$ cat src/rlma_pkg.sv
// Shared constants, types and item formats of the rate-limited moving average.
package rlma_pkg;

   localparam int CHANNELS     = 16;
   localparam int WINDOW       = 9;
   localparam int SAMPLE_WIDTH = 20;

   localparam int CHAN_WIDTH     = 4;
   localparam int CHAN_IDX_WIDTH = (CHANNELS > 1) ? $clog2(CHANNELS) : 1;
   localparam int STEP_WIDTH     = 19;
   localparam logic [STEP_WIDTH-1:0] STEP_RESET = STEP_WIDTH'(80);

   localparam int SLOT_WIDTH  = $clog2(WINDOW);
   localparam int RING_DEPTH  = CHANNELS * WINDOW;
   localparam int ADDR_WIDTH  = $clog2(RING_DEPTH);
   localparam int CLAMP_WIDTH = SAMPLE_WIDTH + 2;
   localparam int TOTAL_WIDTH = SAMPLE_WIDTH + $clog2(WINDOW);

   // Division by WINDOW as a multiply by a rounded-up reciprocal. With the
   // shift below the quotient is exact for every magnitude the total can take.
   localparam int DIV_SHIFT  = TOTAL_WIDTH + $clog2(WINDOW);
   localparam int MULT_WIDTH = TOTAL_WIDTH + 1;
   localparam int PROD_WIDTH = TOTAL_WIDTH + MULT_WIDTH;
   localparam logic [MULT_WIDTH-1:0] DIV_MULT =
      MULT_WIDTH'(((longint'(1) << DIV_SHIFT) + longint'(WINDOW) - 1) / longint'(WINDOW));

   localparam int QUEUE_DEPTH = 2;
   localparam int QPTR_WIDTH  = (QUEUE_DEPTH > 1) ? $clog2(QUEUE_DEPTH) : 1;
   localparam int QCNT_WIDTH  = $clog2(QUEUE_DEPTH + 1);

   typedef struct packed {
      logic [CHAN_WIDTH-1:0]          channel;
      logic signed [SAMPLE_WIDTH-1:0] sample;
      logic [SLOT_WIDTH-1:0]          slot;
   } item_type;

   typedef struct packed {
      logic     valid;
      item_type item;
   } q_push_type;

   typedef struct packed {
      logic     valid;
      item_type item;
   } q_head_type;

endpackage

$ cat src/rlma_req_if.sv
// Request channel: a channel number and a raw sample with a valid/ready handshake.
interface rlma_req_if import rlma_pkg::*; ();
   logic                           valid;
   logic                           ready;
   logic [CHAN_WIDTH-1:0]          channel;
   logic signed [SAMPLE_WIDTH-1:0] sample;

   modport source (output valid, output channel, output sample, input ready);
   modport sink (input valid, input channel, input sample, output ready);
endinterface

$ cat src/rlma_rsp_if.sv
// Response channel: a channel number and its window average with a valid/ready handshake.
interface rlma_rsp_if import rlma_pkg::*; ();
   logic                           valid;
   logic                           ready;
   logic [CHAN_WIDTH-1:0]          channel_out;
   logic signed [SAMPLE_WIDTH-1:0] average;

   modport source (output valid, output channel_out, output average, input ready);
   modport sink (input valid, input channel_out, input average, output ready);
endinterface

$ cat src/rlma_front.sv
// Front end: accepts requests, drops unknown channels and assigns each sample its ring slot.
module rlma_front import rlma_pkg::*; (
   input  logic       clock,
   input  logic       reset,
   rlma_req_if.sink   req,
   input  logic       q_full,
   output q_push_type push
);

   logic [SLOT_WIDTH-1:0]     slot_ff [CHANNELS];
   logic [CHAN_IDX_WIDTH-1:0] idx;
   logic                      accept;
   logic                      in_range;
   logic [SLOT_WIDTH-1:0]     slot_in;

   assign req.ready = !q_full;
   assign accept    = req.valid && req.ready;
   assign in_range  = int'(req.channel) < CHANNELS;
   assign idx       = req.channel[CHAN_IDX_WIDTH-1:0];

   always_comb begin
      if (int'(slot_ff[idx]) == WINDOW - 1) begin
         slot_in = '0;
      end else begin
         slot_in = slot_ff[idx] + SLOT_WIDTH'(1);
      end
   end

   assign push.valid        = accept && in_range;
   assign push.item.channel = req.channel;
   assign push.item.sample  = req.sample;
   assign push.item.slot    = slot_ff[idx];

   always_ff @(posedge clock) begin
      if (reset) begin
         for (int c = 0; c < CHANNELS; c++) begin
            slot_ff[c] <= '0;
         end
      end else if (push.valid) begin
         slot_ff[idx] <= slot_in;
      end
   end

endmodule

$ cat src/rlma_queue.sv
// Short request queue that lets the front end and the back end stall independently.
module rlma_queue import rlma_pkg::*; (
   input  logic       clock,
   input  logic       reset,
   input  q_push_type push,
   input  logic       pop,
   output q_head_type head,
   output logic       full
);

   item_type              entry_ff [QUEUE_DEPTH];
   logic [QPTR_WIDTH-1:0] wr_ptr_ff, wr_ptr_in;
   logic [QPTR_WIDTH-1:0] rd_ptr_ff, rd_ptr_in;
   logic [QCNT_WIDTH-1:0] count_ff, count_in;
   logic                  do_push;
   logic                  do_pop;

   assign full       = count_ff == QCNT_WIDTH'(QUEUE_DEPTH);
   assign head.valid = count_ff != '0;
   assign head.item  = entry_ff[rd_ptr_ff];

   assign do_push = push.valid && !full;
   assign do_pop  = pop && head.valid;

   always_comb begin
      wr_ptr_in = wr_ptr_ff;
      rd_ptr_in = rd_ptr_ff;
      count_in  = count_ff;
      if (do_push) begin
         wr_ptr_in = (int'(wr_ptr_ff) == QUEUE_DEPTH - 1) ? '0 : wr_ptr_ff + QPTR_WIDTH'(1);
      end
      if (do_pop) begin
         rd_ptr_in = (int'(rd_ptr_ff) == QUEUE_DEPTH - 1) ? '0 : rd_ptr_ff + QPTR_WIDTH'(1);
      end
      if (do_push && !do_pop) begin
         count_in = count_ff + QCNT_WIDTH'(1);
      end else if (do_pop && !do_push) begin
         count_in = count_ff - QCNT_WIDTH'(1);
      end
   end

   always_ff @(posedge clock) begin
      if (reset) begin
         wr_ptr_ff <= '0;
         rd_ptr_ff <= '0;
         count_ff  <= '0;
      end else begin
         wr_ptr_ff <= wr_ptr_in;
         rd_ptr_ff <= rd_ptr_in;
         count_ff  <= count_in;
      end
   end

   always_ff @(posedge clock) begin
      if (do_push) begin
         entry_ff[wr_ptr_ff] <= push.item;
      end
   end

endmodule

$ cat src/rlma_back.sv
// Back end: ring read, slew limiting and total update, then division by the window length.
module rlma_back import rlma_pkg::*; (
   input  logic                  clock,
   input  logic                  reset,
   input  logic [STEP_WIDTH-1:0] max_step,
   input  q_head_type            head,
   output logic                  pop,
   rlma_rsp_if.source            rsp
);

   // Ring storage; an entry not written since reset reads as zero.
   logic signed [SAMPLE_WIDTH-1:0] ring_ff [RING_DEPTH];
   logic                           ring_vld_ff [RING_DEPTH];

   // Per-channel state.
   logic signed [SAMPLE_WIDTH-1:0] last_ff [CHANNELS];
   logic signed [TOTAL_WIDTH-1:0]  total_ff [CHANNELS];
   logic                           primed_ff [CHANNELS];

   logic                  advance;
   logic [ADDR_WIDTH-1:0] rd_addr;

   // Stage 1: ring read.
   logic                           s1_valid_ff;
   logic [CHAN_WIDTH-1:0]          s1_ch_ff;
   logic signed [SAMPLE_WIDTH-1:0] s1_sample_ff;
   logic [ADDR_WIDTH-1:0]          s1_addr_ff;
   logic signed [SAMPLE_WIDTH-1:0] s1_rd_data_ff;
   logic                           s1_rd_vld_ff;

   // Stage 2: limiting and total update.
   logic [CHAN_IDX_WIDTH-1:0]      s1_idx;
   logic signed [SAMPLE_WIDTH-1:0] old_val;
   logic signed [CLAMP_WIDTH-1:0]  prev_ext, step_ext, x_ext, hi, lo;
   logic signed [SAMPLE_WIDTH-1:0] kept;
   logic signed [TOTAL_WIDTH-1:0]  s2_total_in;
   logic                           s2_valid_ff;
   logic [CHAN_WIDTH-1:0]          s2_ch_ff;
   logic signed [TOTAL_WIDTH-1:0]  s2_total_ff;

   // Stage 3: magnitude.
   logic                   s3_valid_ff;
   logic [CHAN_WIDTH-1:0]  s3_ch_ff;
   logic                   s3_neg_ff;
   logic [TOTAL_WIDTH-1:0] s3_mag_ff;

   // Stage 4: reciprocal multiply.
   logic                  s4_valid_ff;
   logic [CHAN_WIDTH-1:0] s4_ch_ff;
   logic                  s4_neg_ff;
   logic [PROD_WIDTH-1:0] s4_prod_ff;

   // Stage 5: output register.
   logic [SAMPLE_WIDTH-1:0]        quot;
   logic signed [SAMPLE_WIDTH-1:0] s5_avg_in;
   logic                           s5_valid_ff;
   logic [CHAN_WIDTH-1:0]          s5_ch_ff;
   logic signed [SAMPLE_WIDTH-1:0] s5_avg_ff;

   assign advance = !s5_valid_ff || rsp.ready;
   assign pop     = advance && head.valid;
   assign rd_addr = ADDR_WIDTH'(int'(head.item.channel) * WINDOW + int'(head.item.slot));

   // A slot is rewritten only WINDOW requests of its channel later, so the read in
   // stage 1 never meets the write of the same entry in stage 2.
   always_ff @(posedge clock) begin
      if (advance) begin
         s1_rd_data_ff <= ring_ff[rd_addr];
         if (s1_valid_ff) begin
            ring_ff[s1_addr_ff] <= kept;
         end
      end
   end

   always_ff @(posedge clock) begin
      if (reset) begin
         for (int i = 0; i < RING_DEPTH; i++) begin
            ring_vld_ff[i] <= 1'b0;
         end
         s1_rd_vld_ff <= 1'b0;
      end else if (advance) begin
         s1_rd_vld_ff <= ring_vld_ff[rd_addr];
         if (s1_valid_ff) begin
            ring_vld_ff[s1_addr_ff] <= 1'b1;
         end
      end
   end

   always_ff @(posedge clock) begin
      if (advance) begin
         s1_ch_ff     <= head.item.channel;
         s1_sample_ff <= head.item.sample;
         s1_addr_ff   <= rd_addr;
      end
   end

   assign s1_idx   = s1_ch_ff[CHAN_IDX_WIDTH-1:0];
   assign old_val  = s1_rd_vld_ff ? s1_rd_data_ff : '0;
   assign prev_ext = CLAMP_WIDTH'(last_ff[s1_idx]);
   assign step_ext = signed'(CLAMP_WIDTH'(max_step));
   assign x_ext    = CLAMP_WIDTH'(s1_sample_ff);
   assign hi       = prev_ext + step_ext;
   assign lo       = prev_ext - step_ext;

   always_comb begin
      kept = s1_sample_ff;
      if (primed_ff[s1_idx]) begin
         if (x_ext > hi) begin
            kept = hi[SAMPLE_WIDTH-1:0];
         end else if (x_ext < lo) begin
            kept = lo[SAMPLE_WIDTH-1:0];
         end
      end
   end

   assign s2_total_in = total_ff[s1_idx] - TOTAL_WIDTH'(old_val) + TOTAL_WIDTH'(kept);

   always_ff @(posedge clock) begin
      if (reset) begin
         for (int c = 0; c < CHANNELS; c++) begin
            total_ff[c]  <= '0;
            primed_ff[c] <= 1'b0;
         end
      end else if (advance && s1_valid_ff) begin
         total_ff[s1_idx]  <= s2_total_in;
         primed_ff[s1_idx] <= 1'b1;
      end
   end

   always_ff @(posedge clock) begin
      if (advance && s1_valid_ff) begin
         last_ff[s1_idx] <= kept;
      end
   end

   assign quot      = s4_prod_ff[DIV_SHIFT +: SAMPLE_WIDTH];
   assign s5_avg_in = s4_neg_ff ? -signed'(quot) : signed'(quot);

   always_ff @(posedge clock) begin
      if (reset) begin
         s1_valid_ff <= 1'b0;
         s2_valid_ff <= 1'b0;
         s3_valid_ff <= 1'b0;
         s4_valid_ff <= 1'b0;
         s5_valid_ff <= 1'b0;
      end else if (advance) begin
         s1_valid_ff <= pop;
         s2_valid_ff <= s1_valid_ff;
         s3_valid_ff <= s2_valid_ff;
         s4_valid_ff <= s3_valid_ff;
         s5_valid_ff <= s4_valid_ff;
      end
   end

   always_ff @(posedge clock) begin
      if (advance) begin
         s2_ch_ff    <= s1_ch_ff;
         s2_total_ff <= s2_total_in;
         s3_ch_ff    <= s2_ch_ff;
         s3_neg_ff   <= s2_total_ff[TOTAL_WIDTH-1];
         s3_mag_ff   <= s2_total_ff[TOTAL_WIDTH-1] ? unsigned'(-s2_total_ff)
                                                   : unsigned'(s2_total_ff);
         s4_ch_ff    <= s3_ch_ff;
         s4_neg_ff   <= s3_neg_ff;
         s4_prod_ff  <= PROD_WIDTH'(s3_mag_ff) * PROD_WIDTH'(DIV_MULT);
         s5_ch_ff    <= s4_ch_ff;
         s5_avg_ff   <= s5_avg_in;
      end
   end

   assign rsp.valid       = s5_valid_ff;
   assign rsp.channel_out = s5_ch_ff;
   assign rsp.average     = s5_avg_ff;

endmodule

$ cat src/rate_limited_moving_average.sv
// Top level of the slew-limited moving average over interleaved sensor channels.
//
// Requests arrive on req_stream, each carrying a channel number and a signed Q16.4
// sample. Every accepted request for a known channel gives exactly one response on
// rsp_stream with the same channel and the nine-sample window average, in order.
// A request for a channel beyond the configured count is dropped without a response.
// The user must write the limit max_step via csr_wr_en and csr_wr_data while idle (not enforced).
//
// A request goes through the queue, ring read, limiting, magnitude, multiply and
// output registers. Throughput is one request per cycle on any channel mix while the
// receiver is ready: per-channel state sits in registers updated in a single stage,
// so back-to-back requests for the same channel need no extra wait.
//
// Reset clears all rings, totals, slots and primed flags at once and sets max_step
// to 5.0 (80 in Q16.4). The block accepts requests in the cycle after reset ends.
//
// When the receiver stalls, the output register holds its response and the back
// pipeline freezes; the two-entry queue then fills and req_stream.ready drops.
module rate_limited_moving_average import rlma_pkg::*; (
   input  logic                  clock,
   input  logic                  reset,
   rlma_req_if.sink              req_stream,
   rlma_rsp_if.source            rsp_stream,
   input  logic                  csr_wr_en,
   input  logic [STEP_WIDTH-1:0] csr_wr_data
);

   logic [STEP_WIDTH-1:0] max_step_ff;
   q_push_type            push;
   q_head_type            head;
   logic                  q_full;
   logic                  pop;

   // The limit register; the user must write it only while no request is in flight (not enforced).
   always_ff @(posedge clock) begin
      if (reset) begin
         max_step_ff <= STEP_RESET;
      end else if (csr_wr_en) begin
         max_step_ff <= csr_wr_data;
      end
   end

   // The front end hands each request to the queue together with its ring slot.
   rlma_front u_front (
      .clock  (clock),
      .reset  (reset),
      .req    (req_stream),
      .q_full (q_full),
      .push   (push)
   );

   rlma_queue u_queue (
      .clock (clock),
      .reset (reset),
      .push  (push),
      .pop   (pop),
      .head  (head),
      .full  (q_full)
   );

   // The back end limits the sample, updates the window and divides by nine.
   rlma_back u_back (
      .clock    (clock),
      .reset    (reset),
      .max_step (max_step_ff),
      .head     (head),
      .pop      (pop),
      .rsp      (rsp_stream)
   );

endmodule
$ cat src/flat_wrapper.sv
// flat-port wrapper written by rule: the top's interface ports become plain ports
module rate_limited_moving_average_flat import rlma_pkg::*;
  (clock, reset, csr_wr_en, csr_wr_data, req_stream_valid, req_stream_channel, req_stream_sample, req_stream_ready, rsp_stream_valid, rsp_stream_channel_out, rsp_stream_average, rsp_stream_ready);
  rlma_req_if req_stream_i ();
  rlma_rsp_if rsp_stream_i ();
  input  logic clock;
  input  logic reset;
  input  logic csr_wr_en;
  input  logic [STEP_WIDTH-1:0] csr_wr_data;
  input wire logic [$bits(req_stream_i.valid)-1:0] req_stream_valid;
  input wire logic [$bits(req_stream_i.channel)-1:0] req_stream_channel;
  input wire logic [$bits(req_stream_i.sample)-1:0] req_stream_sample;
  output wire logic [$bits(req_stream_i.ready)-1:0] req_stream_ready;
  output wire logic [$bits(rsp_stream_i.valid)-1:0] rsp_stream_valid;
  output wire logic [$bits(rsp_stream_i.channel_out)-1:0] rsp_stream_channel_out;
  output wire logic [$bits(rsp_stream_i.average)-1:0] rsp_stream_average;
  input wire logic [$bits(rsp_stream_i.ready)-1:0] rsp_stream_ready;
  assign req_stream_i.valid = req_stream_valid;
  assign req_stream_i.channel = req_stream_channel;
  assign req_stream_i.sample = req_stream_sample;
  assign req_stream_ready = req_stream_i.ready;
  assign rsp_stream_valid = rsp_stream_i.valid;
  assign rsp_stream_channel_out = rsp_stream_i.channel_out;
  assign rsp_stream_average = rsp_stream_i.average;
  assign rsp_stream_i.ready = rsp_stream_ready;
  rate_limited_moving_average u_core (.clock(clock), .reset(reset), .req_stream(req_stream_i), .rsp_stream(rsp_stream_i), .csr_wr_en(csr_wr_en), .csr_wr_data(csr_wr_data));
endmodule
$ cat config.mk
export PLATFORM = sky130hd
export DESIGN_NAME = rate_limited_moving_average_flat
export DESIGN_NICKNAME = d
export VERILOG_FILES = /design/src/rlma_pkg.sv /design/src/rlma_req_if.sv /design/src/rlma_rsp_if.sv /design/src/rlma_front.sv /design/src/rlma_queue.sv /design/src/rlma_back.sv /design/src/rate_limited_moving_average.sv /design/src/flat_wrapper.sv
export SDC_FILE = /design/constraint.sdc
export NUM_CORES = 2
export LEC_CHECK = 0
export BUFFER_PORTS_ARGS = -buffer_cell sky130_fd_sc_hd__buf_2
export CAP_MARGIN = 20
export CELL_PAD_IN_SITES_DETAIL_PLACEMENT = 2
export CELL_PAD_IN_SITES_GLOBAL_PLACEMENT = 2
export CORE_MARGIN = 8
export CORE_UTILIZATION = 54
export DETAILED_ROUTE_END_ITERATION = 10
export PLACE_DENSITY = 0.86
export SLEW_MARGIN = 20
export SYNTH_ARGS = -nofsm -noshare
export SYNTH_HDL_FRONTEND = slang
export SYNTH_HIERARCHICAL = 1
export SYNTH_SLANG_ARGS = --single-unit
$ cat constraint.sdc
create_clock -name clock -period 30.6 [get_ports clock]
set_input_delay 9.18 -clock clock [delete_from_list [all_inputs] [get_ports clock]]
set_output_delay 9.18 -clock clock [all_outputs]
set_load 0.02 [all_outputs]
==> impl_metrics.toml, run 1 <==
[placed_design]
dp.final_hpwl_mm = 426
io_buffers = 73
place.gp.congestion = 0.878

[floorplanning]
rows = 208
die_w_um = 582
initial_core_util = 0.541
fp.dieH_um = 582
io_pins = 74

[synth]
synth.net_count = 9457
yosys_register_bits = 4168
synthCells = 8900
yosysWarnings = 6
yosysSeqAreaShare = 0.706
ys.flop_type = "edfxtp_1"
synth_top_area_share = 0.671
syn_avg_cell_area_um2 = 19.4
synth_area_mm2 = 0.173
synth_edf_count = 3862
synth.area.top_cells = "edfxtp_1 67%, mux4_2 16%, dfxtp_1 3.5%"
async_flop_share = 0
yosysTopAreaCell = "edfxtp_1"
synth_cell_types = 83

[run_status]
haltStage = "3_5_place_dp"
error_line = "[ERROR DPL-0033] detailed placement checks failed during check placement."
run_status = "stopped before the end"
logic make-up after synthesis:
family,Yosys count,synth area share
mux,1314,0.168
buf+inv,838,0.0197
simple gates,1456,0.0356
xor+xnor,125,0.00637
fa+ha+maj,509,0.0446
flops,4168,0.706
compound gates,490,0.0200
synthesized netlist by cell type (29+ instances only):
library cell  number
a21o_1            40
a21oi_1           87
a31oi_1           46
buf_1             97
buf_2             63
buf_4             31
clkbuf_1         279
dfxtp_1          306
edfxtp_1        3862
fa_1             180
ha_1             329
inv_1            358
mux2_2            29
mux4_2          1265
nand2_1          152
nand2b_1          57
nand3_1           32
nor2_1          1022
nor3_1            39
o21ai_0           55
o21bai_1         122
xnor2_1           96
metrics by stage:
step,worst slack [ns],area (um2),hold slack (ns),std cells
floorplan,14.25,173000,0.400,8900
global placement,17.55,179000,0.410,13000
==> run 2: changes to the inputs <==
Settings changed: CELL_PAD_IN_SITES_DETAIL_PLACEMENT 2 to unset, CELL_PAD_IN_SITES_GLOBAL_PLACEMENT 2 to unset, CORE_UTILIZATION 54 to 40, PLACE_DENSITY 0.86 to unset, PLACE_DENSITY_LB_ADDON set to 0.15.
==> impl_metrics.toml, run 2 <==
[sta]
final.period_utilization = 0.417
max_freq_mhz = 78.3
finalSetupViolCount = 0
clock_skew_ns = 0.0765
final_max_slew_viol_count = 0
period_needed_ns = 12.76
relSlewSlack = 0.227
rsz0062_at_grt = "false"
tightest_slew_ns = 1.16
hold_viol_final = 0
fin_setup_tns_ns = 0

[synth]
synth_compound_area_frac = 0.0200
synth_top_family_by_area = "multiplexers"
yosysSeqAreaShare = 0.706
synth_fa_ha_area_frac = 0.0446
yosysTopAreaCell = "edfxtp_1"
ys.flop_type = "edfxtp_1"
yosys_register_bits = 4168
synthTopCellsByCount = "3862 x edfxtp_1, 1265 x mux4_2, 1022 x nor2_1, 358 x inv_1, 329 x ha_1"
synth.area.top_cells = "edfxtp_1 67%, mux4_2 16%, dfxtp_1 3.5%"
async_flop_share = 0
synth.area.mux_share = 0.168
synth.net_count = 9457
synth_area_mm2 = 0.173
yosysMostFrequentCell = "edfxtp_1"
synthCells = 8900
synth_top_area_share = 0.671
synth_xor_area_frac = 0.00637
synth_cell_types = 83
synthSimpleGateAreaFrac = 0.0356
yosysWarnings = 6
synth_edf_count = 3862
syn_avg_cell_area_um2 = 19.4

[floorplanning]
core_region_area_mm2 = 0.431
io_pins = 74
die_w_um = 674
dieArea_mm2 = 0.454
rows = 241
initial_core_util = 0.402
fp.dieH_um = 674

[critical_path]
cp-start-kind = "register"
r2r_slack_ns = 17.84
crit_slowest_cell = "dfxtp_4"
cp-end-kind = "register"
worst_ep_arrival_time_ns = 13.39
crit_type = "reg2reg"
crit_fanout = 44
max_stage_delay_ns = 0.89
required_ns = 31.23

[placed_design]
place.gp.congestion = 0.841
dp.final_hpwl_mm = 295
io_buffers = 73
post_dp_cell_area_mm2 = 0.182

[layout]
drive_above_1_share = 0.264
layout_commonest_cell = "edfxtp_1"
final_cell_mix = "3862 x edfxtp_1, 1265 x mux4_2, 869 x nor2_1, 436 x clkbuf_16, 357 x inv_1"
regMostFlops = "u_core/u_back/ring_ff"
syn_to_final_growth_pct = 13.3
final.fill_count = 36300
design_area_mm2 = 0.196
top_regs = "u_core/u_back/ring_ff (2880), u_core/u_back/total_ff (384), u_core/u_back/last_ff (320)"
layout.nets = 9793
largest_reg_flops = 2880

[run_status]
run_status = "finished, final reports clean"

[global_route]
grt_max_degree = 145
overflow = 0
met3_usage = 0.0300
grt_pass1_vias = 87500
grt_pass1_wl_mm = 672
busiest_layer = "met2"
grt_util_all_layers = 0.205
grtUsageMet2 = 0.333
antenna_found_initial = 43
grtUsageMet1 = 0.295

[clock_tree]
ctsRootBufferMaster = "clkbuf_16"
clock-sinks = 4168
cts_resized = 0
cts_tree = "done"
cts-buffers-inserted = 435
clk_latency_ns = 0.98
clock_path_buffers = 4
cts_setup_buffers = 0
h-tree-depth = 5
path_clk_slew_ns = 0.06
holdBufCountCts = 0

[routing]
detail-route-antenna-nets = 0
drc_errors = 0
via_per_inst = 5.68
wire_per_inst_um = 31.0
vias = 87100
drtPass1Iterations = 5
drt_iter0_markers = 9286
wl_mm = 475

[job]
maxCapViolations = 0

[worst_hold_path]
hold_class = "reg2reg"
run 2: area by class of cell:
cell class	count	area (um2)	share of cell area
flip-flops and latches	4168	122000	0.623
multi-input cells	3894	48400	0.247
clock buffers	598	11900	0.0606
well taps	5710	7140	0.0364
repair buffers	377	2910	0.0148
clock inverters	221	2160	0.0110
inverters	360	1360	0.00693
diodes	12	30.0	0.000153
run 2: through the flow:
| stage | utilization | hold WS, ns | cells | setup slack (ns) |
|---|---|---|---|---|
| final | 0.455 | 0.420 | 15300 | 17.84 |
| after global routing | 0.455 | 0.430 | 15300 | 16.85 |
| after CTS | 0.455 | 0.423 | 15300 | 17.87 |
| after detailed placement | 0.422 | 0.408 | 14500 | 17.99 |
| after global placement | 0.422 | 0.406 | 14500 | 17.66 |
| after floorplan | - | 0.400 | 8900 | 14.25 |
run 2: path summary, 6_finish.rpt:
kind	startpoint	to	cells after the start
worst max-delay path	register	u_core/u_back/total_ff[1][23]	39
worst max register to register	register	u_core/u_back/total_ff[1][23]	39
worst min-delay path	u_core/u_back/s3_neg_ff	u_core/u_back/s4_neg_ff	0
worst min register to register	u_core/u_back/s3_neg_ff	u_core/u_back/s4_neg_ff	0
run 2: worst max-delay path: cells and delay by family (launching register included):
kind	cells	cell delay, ns
muxes	2	1.13
xor gates and xnor gates	1	0.18
adders and majority gates	4	1.53
buffers and inverters	2	1.11
DFF	1	0.89
AOI/OAI and AO/OA	22	5.39
and+or+nand+nor	8	2.05
run 2: logic make-up (layout without fill, tap and decap cells):
kind of cell	count (synthesis)	after routing
AO/OA/AOI/OAI	490	490
XOR/XNOR	125	125
adder cells (fa/ha/maj)	509	509
buffers and inverters	838	1556
flip-flops	4168	4168
multiplexers	1314	1314
other	0	12
AND/OR/NAND/NOR	1456	1456
run 2: layer usage:
layer	routed length (um)	up-vias	part of all wire
met2	228000	3103	0.48
met4	11500	4	0.024
met5	37	-	0.000078
met3	31900	603	0.067
met1	203000	47200	0.43
li1	-	36100	-
Power of run 2 is left out: the tool's default activity adds up to more than one toggle a clock period on the data nets, which glitch-free logic cannot reach.
